[src/design/im2col_pkg.sv]
package im2col_pkg;

    // block constants
    localparam int CHANNELS   = 64;
    localparam int IMAGES     = 1;
    localparam int DIL_ROWS   = 1;
    localparam int DIL_COLS   = 1;
    localparam int KERNEL_MAX = 8;

    // field widths
    localparam int IDX_W     = 32;
    localparam int DIM_W     = 12;
    localparam int KER_W     = 4;
    localparam int PAD_W     = 8;
    localparam int STR_W     = 5;
    localparam int CFG_W     = 12;
    localparam int CFG_IDX_W = 3;
    localparam int SRC_W     = 32;
    localparam int DST_W     = 38;

    // derived widths
    localparam int EXT_W   = DIM_W + 1;
    localparam int KK_W    = 2 * KER_W;
    localparam int HW_W    = 2 * DIM_W;
    localparam int PLANE_W = 2 * EXT_W + $clog2(IMAGES) + 1;
    localparam int TOT_W   = PLANE_W + $clog2(CHANNELS) + 1;
    localparam int CI_W    = $clog2(CHANNELS * IMAGES) + 1;
    localparam int POS_W   = 20;
    localparam int SEQ_W   = 5;

    // register indexes
    localparam logic [CFG_IDX_W-1:0] REG_IMAGE_HEIGHT  = 3'd0;
    localparam logic [CFG_IDX_W-1:0] REG_IMAGE_WIDTH   = 3'd1;
    localparam logic [CFG_IDX_W-1:0] REG_KERNEL_HEIGHT = 3'd2;
    localparam logic [CFG_IDX_W-1:0] REG_KERNEL_WIDTH  = 3'd3;
    localparam logic [CFG_IDX_W-1:0] REG_PAD_ROWS      = 3'd4;
    localparam logic [CFG_IDX_W-1:0] REG_PAD_COLS      = 3'd5;
    localparam logic [CFG_IDX_W-1:0] REG_STRIDE_ROWS   = 3'd6;
    localparam logic [CFG_IDX_W-1:0] REG_STRIDE_COLS   = 3'd7;

    // configuration and the grid values derived from it
    typedef struct packed {
        logic [DIM_W-1:0]   img_h;
        logic [DIM_W-1:0]   img_w;
        logic [KER_W-1:0]   kh_raw;
        logic [KER_W-1:0]   kw_raw;
        logic [PAD_W-1:0]   pr;
        logic [PAD_W-1:0]   pc;
        logic [STR_W-1:0]   sr_raw;
        logic [STR_W-1:0]   sc_raw;
        logic [KER_W-1:0]   kh;
        logic [KER_W-1:0]   kw;
        logic [STR_W-1:0]   sr;
        logic [STR_W-1:0]   sc;
        logic [EXT_W-1:0]   hc;
        logic [EXT_W-1:0]   wc;
        logic [KK_W-1:0]    khkw;
        logic [HW_W-1:0]    hw;
        logic [PLANE_W-1:0] plane_raw;
        logic [PLANE_W-1:0] plane;
        logic [TOT_W-1:0]   total;
    } t_geom;

    // one divider stage word
    typedef struct packed {
        logic             valid;
        logic             oor;
        logic [IDX_W-1:0] num;
        logic [EXT_W-1:0] rem;
        logic [EXT_W-1:0] side;
    } t_div;

    // address build stages
    typedef struct packed {
        logic                    valid;
        logic                    oor;
        logic [EXT_W-1:0]        w;
        logic [EXT_W-1:0]        h;
        logic [CI_W-1:0]         b;
        logic [CI_W-1:0]         c;
        logic signed [POS_W-1:0] row0;
        logic signed [POS_W-1:0] col0;
        logic [DST_W-1:0]        m1;
        logic [CI_W-1:0]         bc;
        logic [SRC_W-1:0]        rw;
        logic [DST_W-1:0]        t1;
        logic [SRC_W-1:0]        base;
        logic [DST_W-1:0]        t2;
        logic [SRC_W-1:0]        row_addr;
        logic [DST_W-1:0]        dest;
    } t_post;

    function automatic logic [KER_W-1:0] clamp_kernel(input logic [KER_W-1:0] k);
        logic [KER_W-1:0] res;
        res = k;
        if (k == '0) res = KER_W'(1);
        else if (k > KER_W'(KERNEL_MAX)) res = KER_W'(KERNEL_MAX);
        return res;
    endfunction

endpackage

[src/design/im2col_divpipe.sv]
module im2col_divpipe
    import im2col_pkg::*;
(
    input  logic             i_clk,
    input  logic             i_rst_n,
    input  logic             i_adv,
    input  t_div             i_in,
    input  logic [EXT_W-1:0] i_divisor,
    output t_div             o_out
);

    // one quotient bit per stage, restoring
    t_div r_st [IDX_W];
    t_div n_st [IDX_W];

    always_comb begin
        t_div             prev;
        logic [EXT_W:0]   sh;
        logic             ge;
        for (int s = 0; s < IDX_W; s++) begin
            prev = (s == 0) ? i_in : r_st[(s == 0) ? 0 : s - 1];
            sh = {prev.rem, prev.num[IDX_W-1]};
            ge = (sh >= {1'b0, i_divisor});
            n_st[s] = prev;
            n_st[s].rem = ge ? EXT_W'(sh - {1'b0, i_divisor}) : EXT_W'(sh);
            n_st[s].num = {prev.num[IDX_W-2:0], ge};
        end
    end

    always_ff @(posedge i_clk) begin
        if (!i_rst_n) begin
            for (int s = 0; s < IDX_W; s++) r_st[s].valid <= 1'b0;
        end else if (i_adv) begin
            for (int s = 0; s < IDX_W; s++) r_st[s] <= n_st[s];
        end
    end

    assign o_out = r_st[IDX_W-1];

endmodule

[config.mk]
export PLATFORM = sky130hd
export DESIGN_NAME = im2col_divpipe
export DESIGN_NICKNAME = d
export VERILOG_FILES = /design/src/design/im2col_pkg.sv /design/src/design/im2col_divpipe.sv
export SDC_FILE = /design/constraint.sdc
export NUM_CORES = 2
export LEC_CHECK = 0
export ABC_AREA = 0
export BUFFER_PORTS_ARGS = -buffer_cell sky130_fd_sc_hd__buf_2
export CAP_MARGIN = 20
export CORE_UTILIZATION = 35
export CTS_CLUSTER_SIZE = 14
export DETAILED_ROUTE_END_ITERATION = 8
export PLACE_DENSITY_LB_ADDON = 0.3
export REMOVE_ABC_BUFFERS = 1
export SYNTH_ARGS = -nofsm -noshare
export SYNTH_HDL_FRONTEND = slang
export SYNTH_SLANG_ARGS = --single-unit
export TNS_END_PERCENT = 30
[constraint.sdc]
create_clock -name i_clk -period 67.2 [get_ports i_clk]
set_input_delay 10.08 -clock i_clk [delete_from_list [all_inputs] [get_ports i_clk]]
set_output_delay 10.08 -clock i_clk [all_outputs]
set_load 0.005 [all_outputs]
==> flow_summary.yaml <==
power_and_ir_drop:
  ir_worst_vdd_mv: 0.02341
  p_total_mw: 2.954
  p_per_area_nw_per_um2: 31.58
  power.leakage_nw: 33.07
grt:
  grt_pass1_vias: 42010
  grt_start_max_net_pins: 196
  grt_usage: 0.1176
  grt_first_pass_wirelength_um: 224500
  antenna_found_initial: 2
  grt-ovfl-total: 0
cells_and_area:
  nets: 5964
  drive_gt1_frac: 0.1468
  largest_register: "r_st"
  reg_top3: "r_st (1920)"
  synthToLayoutAreaGrowth_pct: 13.10
  fill_cells: 21520
  final_util: 0.3978
  largest_register_ffs: 1920
  fin_area_um2: 93560
yosys:
  ys_seq_area_frac: 0.6949
  ys_ff_latch: 1920
  synth_edf_count: 1903
  ys_types: 85
  synth_flop_cell: "edfxtp_1"
  synth_area_um2: 82720
  synth_area_per_cell_um2: 15.97
  synth.top_cell.area_share: 0.6908
  synthTopCellsByArea: "edfxtp_1 69%, ha_1 6.3%, mux2_2 4.0%"
  synth.largest_area_cell: "edfxtp_1"
  synthCells: 5179
  yosysWarnings: 0
  async_flop_share: 0
cts:
  ctsHoldBuffers: 0
  clock_latency_ps: 820
  clock_sinks: 1920
  post_cts_resized: 0
  ctsHtreeMaxLevel: 4
  cts_root_buf: "clkbuf_16"
  cts_tree: "done"
  cts_setup_buffers: 0
  clk_pin_slew_ps: 60
  cts_max_path_buffers: 3
  numCtsBuffers: 202
worst_setup_path:
  critPathSlowestCell: "buf_4"
  crit_fanout: 173
  cp.required_ps: 67640
  crit_chain: "buf_2, and2_4, buf_4, buf_4, buf_12, buf_4, buf_4, buf_4"
  cp-start-kind: "input port"
  slowest_delay_ps: 890
  cp.arrival_ps: 16390
  critPathBufInv: 7
  crit_family: "buffers and inverters"
  end_kind: "flip-flop"
  path_common_cell: "buf_4"
  critPathKind: "in -> reg"
sta:
  fmax_ghz: 0.06270
  finalCritPeriodShare: 0.2373
  maxSlewViolCount: 0
  min_period_ps: 15950
  tns_ps: 0
  final_hold_viol_count: 0
  rsz0062_at_grt: "false"
  final.setup_skew_ps: 49.09
  tightest_slew_ps: 1209
  setup_viol: 0
  relSlewSlack: 0.1941
routing:
  drt_iter0_drc: 2964
  antenna_left: 0
  vias_per_cell: 4.826
  wl_per_cell_um: 16.25
  vias: 42250
  firstDrtPassIters: 7
  remaining_drc_errors: 1
  finalWirelength_um: 142300
floorplanning:
  rows: 178
  io_pins: 136
  die-area_um2: 238300
  initial_core_util: 0.3517
  die_x_um: 488.2
  core-area_um2: 235200
  die_y_um: 488.2
min_path:
  hold_path.class: "reg -> reg"
run:
  maxCapViolations: 0
place:
  gp_congestion: 0.8469
  postPlaceCellArea_um2: 86920
  port_buffers: 135
  dp_hpwl_um: 87550
run_status:
  violations: "design-rule violations"
  outcome: "complete, but fails checks"
[cells in the final DEF (no fill, tap or decap), types with 53 or more instances in the layout]
master,synthesis,routed
nand2b_1,53,53
nand4_1,54,54
nand2_1,190,190
nor2b_1,99,99
xor2_1,106,106
a21o_1,120,120
clkbuf_16,0,202
xnor2_1,165,165
nor2_1,210,210
ha_1,416,416
inv_1,169,158
o21ai_0,180,180
buf_2,9,135
o21a_1,74,74
nor3_1,94,94
a21oi_1,218,218
edfxtp_1,1903,1903
mux2i_1,98,98
mux2_2,293,293
[per-stage QoR]
step           setup WS, ps  hold WS [ps]  cells
2_1_floorplan         12450         400.3   5057
3_3_place_gp          50450         400.1   8381
3_5_place_dp          50220         404.5   8382
4_1_cts               51150         359.3   8751
5_1_grt               50680         367.2   8756
6_report              51250         369.3   8756
[Yosys cell counts, types with 37 or more instances]
| master | number |
|---|---|
| inv_1 | 169 |
| nor2b_1 | 99 |
| mux2i_1 | 98 |
| nand4_1 | 54 |
| nor3_1 | 94 |
| nand2b_1 | 53 |
| a21o_1 | 120 |
| nand3_1 | 38 |
| a21oi_1 | 218 |
| o21a_1 | 74 |
| o21ai_0 | 180 |
| ha_1 | 416 |
| nand2_1 | 190 |
| mux2_2 | 293 |
| xor2_1 | 106 |
| and3_1 | 37 |
| buf_4 | 74 |
| xnor2_1 | 165 |
| edfxtp_1 | 1903 |
| nor2_1 | 210 |
[power by group]
group,internal (mW),leakage (nW),switching [mW]
clock,0.626,3.16,0.462
combinational,0.196,11.9,0.231
sequential,1.41,18.0,0.0276
[path summary, 6_finish.rpt]
path	slack (ps)	end	from	cells after the start
worst max register to register	63780	r_st[1][736]	r_st[1][717]	9
worst min register to register	370	r_st[1][515]	r_st[1][454]	0
worst min-delay path	370	r_st[1][515]	r_st[1][454]	0
worst max-delay path	51250	r_st[0][153]	i_adv	8
[worst register-to-register path: stages (launching register included)]
cell and delay [ps]:
edfxtp_1 460, inv_1 80, ha_1 210, fa_1 410, nand2b_1 190, a211oi_1 370, o21bai_1 200, a311o_1 390
a21oi_4 450, mux2_2 410
[routing by layer]
layer,part of all wire,routed length [um],global-route usage,vias up
met5,0.000091,13,0,-
met4,0.030,4271,0.04256,2
met3,0.041,5865,0.02308,300
met2,0.47,66780,0.1909,735
met1,0.46,65360,0.1557,20560
li1,-,-,-,20660
[layout make-up]
| cell class | instances | area, um^2 | share of cell area |
|---|---|---|---|
| repair buffers | 179 | 1116 | 0.01193 |
| inverters | 169 | 635.6 | 0.006794 |
| clock buffers | 245 | 5216 | 0.05575 |
| well taps | 3150 | 3941 | 0.04213 |
| clock inverters | 124 | 1344 | 0.01436 |
| multi-input cells | 2968 | 23820 | 0.2546 |
| flip-flops and latches | 1920 | 57490 | 0.6144 |
| diodes | 1 | 2.502 | 0.00002675 |
[kinds of logic (layout without fill, tap and decap cells)]
logic type                 Yosys count  in the layout  synth area share
and+or+nand+nor                    910            910           0.05802
buffers and inverters              291            717           0.01715
AOI/OAI and AO/OA                  935            935           0.07702
DFF                               1920           1920            0.6949
xor gates and xnor gates           271            271           0.02869
other                                0              1                 0
muxes                              404            404           0.05351
adders and majority gates          448            448           0.07067
Power figures use the tool's default switching activity.
