==> src/design/im2col_pkg.sv <==
package im2col_pkg;

    // block constants
    localparam int CHANNELS   = 64;
    localparam int IMAGES     = 1;
    localparam int DIL_ROWS   = 1;
    localparam int DIL_COLS   = 1;
    localparam int KERNEL_MAX = 8;

    // field widths
    localparam int IDX_W     = 32;
    localparam int DIM_W     = 12;
    localparam int KER_W     = 4;
    localparam int PAD_W     = 8;
    localparam int STR_W     = 5;
    localparam int CFG_W     = 12;
    localparam int CFG_IDX_W = 3;
    localparam int SRC_W     = 32;
    localparam int DST_W     = 38;

    // derived widths
    localparam int EXT_W   = DIM_W + 1;
    localparam int KK_W    = 2 * KER_W;
    localparam int HW_W    = 2 * DIM_W;
    localparam int PLANE_W = 2 * EXT_W + $clog2(IMAGES) + 1;
    localparam int TOT_W   = PLANE_W + $clog2(CHANNELS) + 1;
    localparam int CI_W    = $clog2(CHANNELS * IMAGES) + 1;
    localparam int POS_W   = 20;
    localparam int SEQ_W   = 5;

    // register indexes
    localparam logic [CFG_IDX_W-1:0] REG_IMAGE_HEIGHT  = 3'd0;
    localparam logic [CFG_IDX_W-1:0] REG_IMAGE_WIDTH   = 3'd1;
    localparam logic [CFG_IDX_W-1:0] REG_KERNEL_HEIGHT = 3'd2;
    localparam logic [CFG_IDX_W-1:0] REG_KERNEL_WIDTH  = 3'd3;
    localparam logic [CFG_IDX_W-1:0] REG_PAD_ROWS      = 3'd4;
    localparam logic [CFG_IDX_W-1:0] REG_PAD_COLS      = 3'd5;
    localparam logic [CFG_IDX_W-1:0] REG_STRIDE_ROWS   = 3'd6;
    localparam logic [CFG_IDX_W-1:0] REG_STRIDE_COLS   = 3'd7;

    // configuration and the grid values derived from it
    typedef struct packed {
        logic [DIM_W-1:0]   img_h;
        logic [DIM_W-1:0]   img_w;
        logic [KER_W-1:0]   kh_raw;
        logic [KER_W-1:0]   kw_raw;
        logic [PAD_W-1:0]   pr;
        logic [PAD_W-1:0]   pc;
        logic [STR_W-1:0]   sr_raw;
        logic [STR_W-1:0]   sc_raw;
        logic [KER_W-1:0]   kh;
        logic [KER_W-1:0]   kw;
        logic [STR_W-1:0]   sr;
        logic [STR_W-1:0]   sc;
        logic [EXT_W-1:0]   hc;
        logic [EXT_W-1:0]   wc;
        logic [KK_W-1:0]    khkw;
        logic [HW_W-1:0]    hw;
        logic [PLANE_W-1:0] plane_raw;
        logic [PLANE_W-1:0] plane;
        logic [TOT_W-1:0]   total;
    } t_geom;

    // one divider stage word
    typedef struct packed {
        logic             valid;
        logic             oor;
        logic [IDX_W-1:0] num;
        logic [EXT_W-1:0] rem;
        logic [EXT_W-1:0] side;
    } t_div;

    // address build stages
    typedef struct packed {
        logic                    valid;
        logic                    oor;
        logic [EXT_W-1:0]        w;
        logic [EXT_W-1:0]        h;
        logic [CI_W-1:0]         b;
        logic [CI_W-1:0]         c;
        logic signed [POS_W-1:0] row0;
        logic signed [POS_W-1:0] col0;
        logic [DST_W-1:0]        m1;
        logic [CI_W-1:0]         bc;
        logic [SRC_W-1:0]        rw;
        logic [DST_W-1:0]        t1;
        logic [SRC_W-1:0]        base;
        logic [DST_W-1:0]        t2;
        logic [SRC_W-1:0]        row_addr;
        logic [DST_W-1:0]        dest;
    } t_post;

    function automatic logic [KER_W-1:0] clamp_kernel(input logic [KER_W-1:0] k);
        logic [KER_W-1:0] res;
        res = k;
        if (k == '0) res = KER_W'(1);
        else if (k > KER_W'(KERNEL_MAX)) res = KER_W'(KERNEL_MAX);
        return res;
    endfunction

endpackage

==> src/design/im2col_cfg.sv <==
module im2col_cfg
    import im2col_pkg::*;
(
    input  logic                 i_clk,
    input  logic                 i_rst_n,
    input  logic                 i_cfg_we,
    input  logic [CFG_IDX_W-1:0] i_cfg_index,
    input  logic [CFG_W-1:0]     i_cfg_data,
    output t_geom                o_geom,
    output logic                 o_ready
);

    localparam logic [SEQ_W-1:0] SEQ_GRID  = SEQ_W'(EXT_W + 1);
    localparam logic [SEQ_W-1:0] SEQ_MUL   = SEQ_W'(EXT_W + 2);
    localparam logic [SEQ_W-1:0] SEQ_PLANE = SEQ_W'(EXT_W + 3);
    localparam logic [SEQ_W-1:0] SEQ_LAST  = SEQ_W'(EXT_W + 4);

    t_geom            r_geom;
    logic             r_busy;
    logic [SEQ_W-1:0] r_cnt;
    logic [EXT_W-1:0] r_num_r, r_num_c;
    logic [STR_W-1:0] r_rem_r, r_rem_c;
    logic             r_zero_r, r_zero_c;

    logic [EXT_W-1:0] pad_r, pad_c, span_r, span_c;
    logic [KER_W-1:0] kh_c, kw_c;
    logic [STR_W:0]   sh_r, sh_c;
    logic             ge_r, ge_c;

    always_comb begin
        kh_c   = clamp_kernel(r_geom.kh_raw);
        kw_c   = clamp_kernel(r_geom.kw_raw);
        pad_r  = EXT_W'(r_geom.img_h) + EXT_W'({r_geom.pr, 1'b0});
        pad_c  = EXT_W'(r_geom.img_w) + EXT_W'({r_geom.pc, 1'b0});
        span_r = EXT_W'(DIL_ROWS * (kh_c - KER_W'(1))) + EXT_W'(1);
        span_c = EXT_W'(DIL_COLS * (kw_c - KER_W'(1))) + EXT_W'(1);
        sh_r   = {r_rem_r, r_num_r[EXT_W-1]};
        sh_c   = {r_rem_c, r_num_c[EXT_W-1]};
        ge_r   = (sh_r >= {1'b0, r_geom.sr});
        ge_c   = (sh_c >= {1'b0, r_geom.sc});
    end

    always_ff @(posedge i_clk) begin
        if (!i_rst_n) begin
            r_geom.img_h  <= DIM_W'(32);
            r_geom.img_w  <= DIM_W'(32);
            r_geom.kh_raw <= KER_W'(3);
            r_geom.kw_raw <= KER_W'(3);
            r_geom.pr     <= PAD_W'(1);
            r_geom.pc     <= PAD_W'(1);
            r_geom.sr_raw <= STR_W'(1);
            r_geom.sc_raw <= STR_W'(1);
            r_busy        <= 1'b1;
            r_cnt         <= '0;
        end else if (i_cfg_we) begin
            case (i_cfg_index)
                REG_IMAGE_HEIGHT:  r_geom.img_h  <= i_cfg_data[DIM_W-1:0];
                REG_IMAGE_WIDTH:   r_geom.img_w  <= i_cfg_data[DIM_W-1:0];
                REG_KERNEL_HEIGHT: r_geom.kh_raw <= i_cfg_data[KER_W-1:0];
                REG_KERNEL_WIDTH:  r_geom.kw_raw <= i_cfg_data[KER_W-1:0];
                REG_PAD_ROWS:      r_geom.pr     <= i_cfg_data[PAD_W-1:0];
                REG_PAD_COLS:      r_geom.pc     <= i_cfg_data[PAD_W-1:0];
                REG_STRIDE_ROWS:   r_geom.sr_raw <= i_cfg_data[STR_W-1:0];
                REG_STRIDE_COLS:   r_geom.sc_raw <= i_cfg_data[STR_W-1:0];
                default: ;
            endcase
            r_busy <= 1'b1;
            r_cnt  <= '0;
        end else if (r_busy) begin
            r_cnt <= r_cnt + SEQ_W'(1);
            if (r_cnt == '0) begin
                r_geom.kh <= kh_c;
                r_geom.kw <= kw_c;
                r_geom.sr <= (r_geom.sr_raw == '0) ? STR_W'(1) : r_geom.sr_raw;
                r_geom.sc <= (r_geom.sc_raw == '0) ? STR_W'(1) : r_geom.sc_raw;
                r_zero_r  <= (pad_r < span_r);
                r_zero_c  <= (pad_c < span_c);
                r_num_r   <= pad_r - span_r;
                r_num_c   <= pad_c - span_c;
                r_rem_r   <= '0;
                r_rem_c   <= '0;
            end else if (r_cnt < SEQ_GRID) begin
                // one quotient bit per cycle for both dimensions
                r_rem_r <= ge_r ? STR_W'(sh_r - {1'b0, r_geom.sr}) : STR_W'(sh_r);
                r_rem_c <= ge_c ? STR_W'(sh_c - {1'b0, r_geom.sc}) : STR_W'(sh_c);
                r_num_r <= {r_num_r[EXT_W-2:0], ge_r};
                r_num_c <= {r_num_c[EXT_W-2:0], ge_c};
            end else if (r_cnt == SEQ_GRID) begin
                r_geom.hc <= r_zero_r ? '0 : r_num_r + EXT_W'(1);
                r_geom.wc <= r_zero_c ? '0 : r_num_c + EXT_W'(1);
            end else if (r_cnt == SEQ_MUL) begin
                r_geom.plane_raw <= PLANE_W'(r_geom.hc) * PLANE_W'(r_geom.wc);
                r_geom.hw        <= HW_W'(r_geom.img_h) * HW_W'(r_geom.img_w);
                r_geom.khkw      <= KK_W'(r_geom.kh) * KK_W'(r_geom.kw);
            end else if (r_cnt == SEQ_PLANE) begin
                r_geom.plane <= PLANE_W'(r_geom.plane_raw * IMAGES);
            end else if (r_cnt == SEQ_LAST) begin
                r_geom.total <= TOT_W'(r_geom.plane * CHANNELS);
                r_busy       <= 1'b0;
            end
        end
    end

    assign o_geom  = r_geom;
    assign o_ready = !r_busy;

endmodule

==> config.mk <==
export PLATFORM = sky130hd
export DESIGN_NAME = im2col_cfg
export DESIGN_NICKNAME = d
export VERILOG_FILES = /design/src/design/im2col_pkg.sv /design/src/design/im2col_cfg.sv
export SDC_FILE = /design/constraint.sdc
export NUM_CORES = 1
export LEC_CHECK = 0
export ABC_AREA = 1
export BUFFER_PORTS_ARGS = -buffer_cell sky130_fd_sc_hd__buf_2
export CAP_MARGIN = 5
export CORE_ASPECT_RATIO = 0.5
export CORE_MARGIN = 4
export CORE_UTILIZATION = 45
export CTS_CLUSTER_DIAMETER = 120
export DETAILED_ROUTE_END_ITERATION = 8
export HOLD_SLACK_MARGIN = 0.15
export MAX_ROUTING_LAYER = met4
export PLACE_DENSITY = 0.66
export SLEW_MARGIN = 20
export SYNTH_ARGS = -nofsm -noshare
export SYNTH_HDL_FRONTEND = slang
export SYNTH_SLANG_ARGS = --single-unit
==> constraint.sdc <==
create_clock -name i_clk -period 6.41 [get_ports i_clk]
set_input_delay 0.3205 -clock i_clk [delete_from_list [all_inputs] [get_ports i_clk]]
set_output_delay 0.3205 -clock i_clk [all_outputs]
set_load 0.01 [all_outputs]
==> run metrics <==
Port Buffers=230; total of max-cap violations=0; CTS sink count=256; Die Span Y=171 um; Gates resized, CTS repair=0; Core Footprint=52300 sq um; Starting Density=45.8%; Worst path slowest cell=dfxtp_1; library cells used by synthesis=50; hold-fix buffers at CTS=13; cell mode on critical path=nand2_1; CTS root buf=clkbuf_16; Synth Register Bits=256; Clk pwr share=40.1%; Synth Area in Compound Gates=4.63%; sequential cell area fraction in the yosys report=29.5%; final net count=3625; critical path startpoint=o_geom[201]$_SDFFE_PN0P_; Synth Area in Adders=30.1%; Final period util=80.9%; Pint=0.00290 W; area delta synth->final=11.6%; post-synthesis mux area share=0%; top_reg_cell synth=edfxtp_1; clock transition at the registers of the reported paths=0.07 ns; Initial DRT Pass Iterations=5; measured slew at the worst slew-check pin=1.10 ns; Fmax=193 MHz; Syn Inst Count=2957; DRT iter0 DRCs=1060; number of vias per cell=4.83; GR Overflow Total=0; synth warn=0; CP required=6.75 ns; max-slew headroom at the worst pin=26.6%; Setup Viol. Count Final=0; worst setup path end=o_geom[106]$_DFFE_PP_; Sw Share=27.7%; vias in the first global route=18689; Simple-Gate Fraction of Synth Area=20.7%; sequential power share=46.9%; Final Slew Violations=0; CP max FO=15; Critical Path Sink Type=flop; initial antenna violation count=0; combinational power share=13.1%; setup bufs post-CTS=0; largest net degree at the start of global routing=59; Synth Cell Area=23900 sq um; # IOs=241; Syn Area/Cell=8.09 sq um; R2R cell count=18; first-pass GRT wire length=94.6 mm; Die Wd=334 um; final core occ=51.1%; total CTS buffers=26; placement row count=59; Max VDD drop=0.152 mV; CP arrival=5.52 ns; number of flops mapped to enable cells by yosys=192; Die ar.=57100 sq um; detail-routed net length per standard cell=14.6 um; status=finished, final reports clean; crit path cell chain=nand2_1 > fa_1 > inv_1 > fa_1 > fa_1 > fa_1 > inv_1 > fa_1 > inv_1 > ha_1 > nand2_1 > inv_1 > a21oi_1 > nand3_1 > nand2_1 > nand2_1 > nand2_1 > nand2_1; RSZ-0062 raised after global routing=no; Pleak=14.6 nW; Post-DRT Antenna Nets=0; final hold vios=0; ANT cells=0; clk_lat worst skew=0.59 ns; Vias=18799; main combinational cell family by area after synthesis=adder cells; Switch Pwr=0.00111 W; Worst R2R Setup Slack=1.23 ns; Async SR Flop Fraction=0%; minimum clock period=5.18 ns; Hold WC Path Type=in2reg; clock tree buffer depth=3; power per cell area=150 nW/um^2; TritonCTS clock tree=yes; setup_tns=0 ns; crit-path max cell delay=0.77 ns; DP HPWL=45.0 mm; reg-to-reg endpoint=o_geom[106]$_DFFE_PP_; DR DRC count=0; Startpoint Class=flop; Final Routed Wirelength=56.9 mm; gr usage total=20.9%; layout cells sized above 1=10.4%; critical path class=reg2reg; XOR/XNOR share of the synthesized area=1.98%; CTS H-tree lvls=1; Final GP Congestion=0.898; final clock skew=0.0158 ns; fillers=5060; reg-to-reg startpoint=o_geom[201]$_SDFFE_PN0P_
[through the flow]
stage	cell area, sq um	hold slack, ns	cells	worst slack [ns]	power (W)
4_1_cts	26700	0.204	3891	1.16	0.00406
3_3_place_gp	25700	0.424	3830	1.25	0.00242
3_5_place_dp	25700	0.426	3830	1.16	0.00243
2_1_floorplan	24000	0.443	2983	0.843	0.00229
5_1_grt	26700	0.247	3891	0.877	0.00422
6_report	26700	0.232	3891	1.23	0.00401
[routing by layer]
metal,routed length [um],global-route usage [%]
met5,0,-
met4,1360,4.88
met3,3190,3.40
met2,27600,36.1
met1,24800,25.9
[power groups by stage]
| stage | Sequential [W] | Clock, W | Combinational [W] |
|---|---|---|---|
| after floorplan | 0.00189 | 0 | 0.000400 |
| after global placement | 0.00191 | 0 | 0.000507 |
| after detailed placement | 0.00191 | 0 | 0.000515 |
| after CTS | 0.00188 | 0.00165 | 0.000527 |
| after global routing | 0.00188 | 0.00173 | 0.000603 |
| final | 0.00188 | 0.00161 | 0.000524 |
[Yosys cell counts (11+ instances only)]
library cell,count,area share [%]
inv_1,701,11
nand4_1,22,0.58
o21ai_1,11,0.23
fa_1,231,19
a21oi_1,83,1.7
dfxtp_1,64,5.4
nand3_1,102,2.1
clkbuf_1,69,1.1
edfxtp_1,192,24
xnor2_1,12,0.44
xor2_1,42,1.5
o21ai_0,81,1.7
nand3_2,16,0.67
nor2_1,212,3.3
nor3_1,13,0.27
ha_1,206,11
nand2_1,799,13
[cell type report]
cell class / instances / area (sq um) / share of cell area [%]
clock inverters: 20 / 223 / 0.834
multi-input cells: 1925 / 13900 / 51.9
well taps: 701 / 877 / 3.29
clock buffers: 28 / 658 / 2.47
inverters: 708 / 2670 / 10.0
repair buffers: 253 / 1360 / 5.08
flip-flops and latches: 256 / 7050 / 26.4
[sequential cells by signal (all words and copies together), names as in the netlist]
signal / flops
r_num_c: 13
r_zero_r: 1
r_busy: 1
r_cnt: 5
r_zero_c: 1
r_num_r: 13
r_rem_c: 5
r_rem_r: 5
o_geom: 212
[cells by family (layout without fill, tap and decap cells)]
group                    after synthesis  count (layout)
adder cells (fa/ha/maj)              437             437
AO/OA/AOI/OAI                        206             206
flip-flops                           256             256
other                                  2              28
XOR/XNOR                              54              54
AND/OR/NAND/NOR                     1200            1200
buffers and inverters                802            1009
[critical path: cells and delay by family (launching register included)]
kind	cells	cell delay, ns
flops	1	0.77
fa+ha+maj	6	2.97
compound gates	1	0.15
buf+inv	4	0.21
simple gates	7	0.85
[layout by cell type (no fill, tap or decap), types with 4 or more instances in the layout]
master,n
o21ai_0,81
nor2_1,210
o21ai_1,11
nor3_2,4
clkinv_2,4
nand2_1,799
buf_4,10
fa_1,231
buf_2,230
xnor2_1,12
o211ai_1,5
nand3_1,102
nor2_2,4
nor3_1,10
nand3b_1,5
inv_6,4
xor2_1,42
inv_1,701
conb_1,28
nand4_1,22
dfxtp_1,64
a31oi_1,6
and2_1,5
inv_2,5
or2_2,8
a21oi_1,83
ha_1,206
dlygate4sd3_1,13
o21bai_1,10
edfxtp_1,192
clkbuf_16,26
nand3_2,16
[worst min-delay path by stage]
| stage | endpoint | depth (start not counted) | slack (ns) | from |
|---|---|---|---|---|
| floorplan | o_geom[164]$_SDFFE_PN1P_ | 2 | 0.44 | i_cfg_data[0] |
| global placement | o_geom[48]$_DFFE_PP_ | 0 | 0.42 | o_geom[75]$_DFFE_PP_ |
| detailed placement | o_geom[17]$_DFFE_PP_ | 0 | 0.43 | o_geom[45]$_DFFE_PP_ |
| CTS | o_geom[164]$_SDFFE_PN1P_ | 4 | 0.20 | i_cfg_index[1] |
| global route | o_geom[190]$_SDFFE_PN1P_ | 4 | 0.25 | i_cfg_index[1] |
| finish | o_geom[190]$_SDFFE_PN1P_ | 4 | 0.23 | i_cfg_index[1] |
Power figures use the tool's default switching activity.
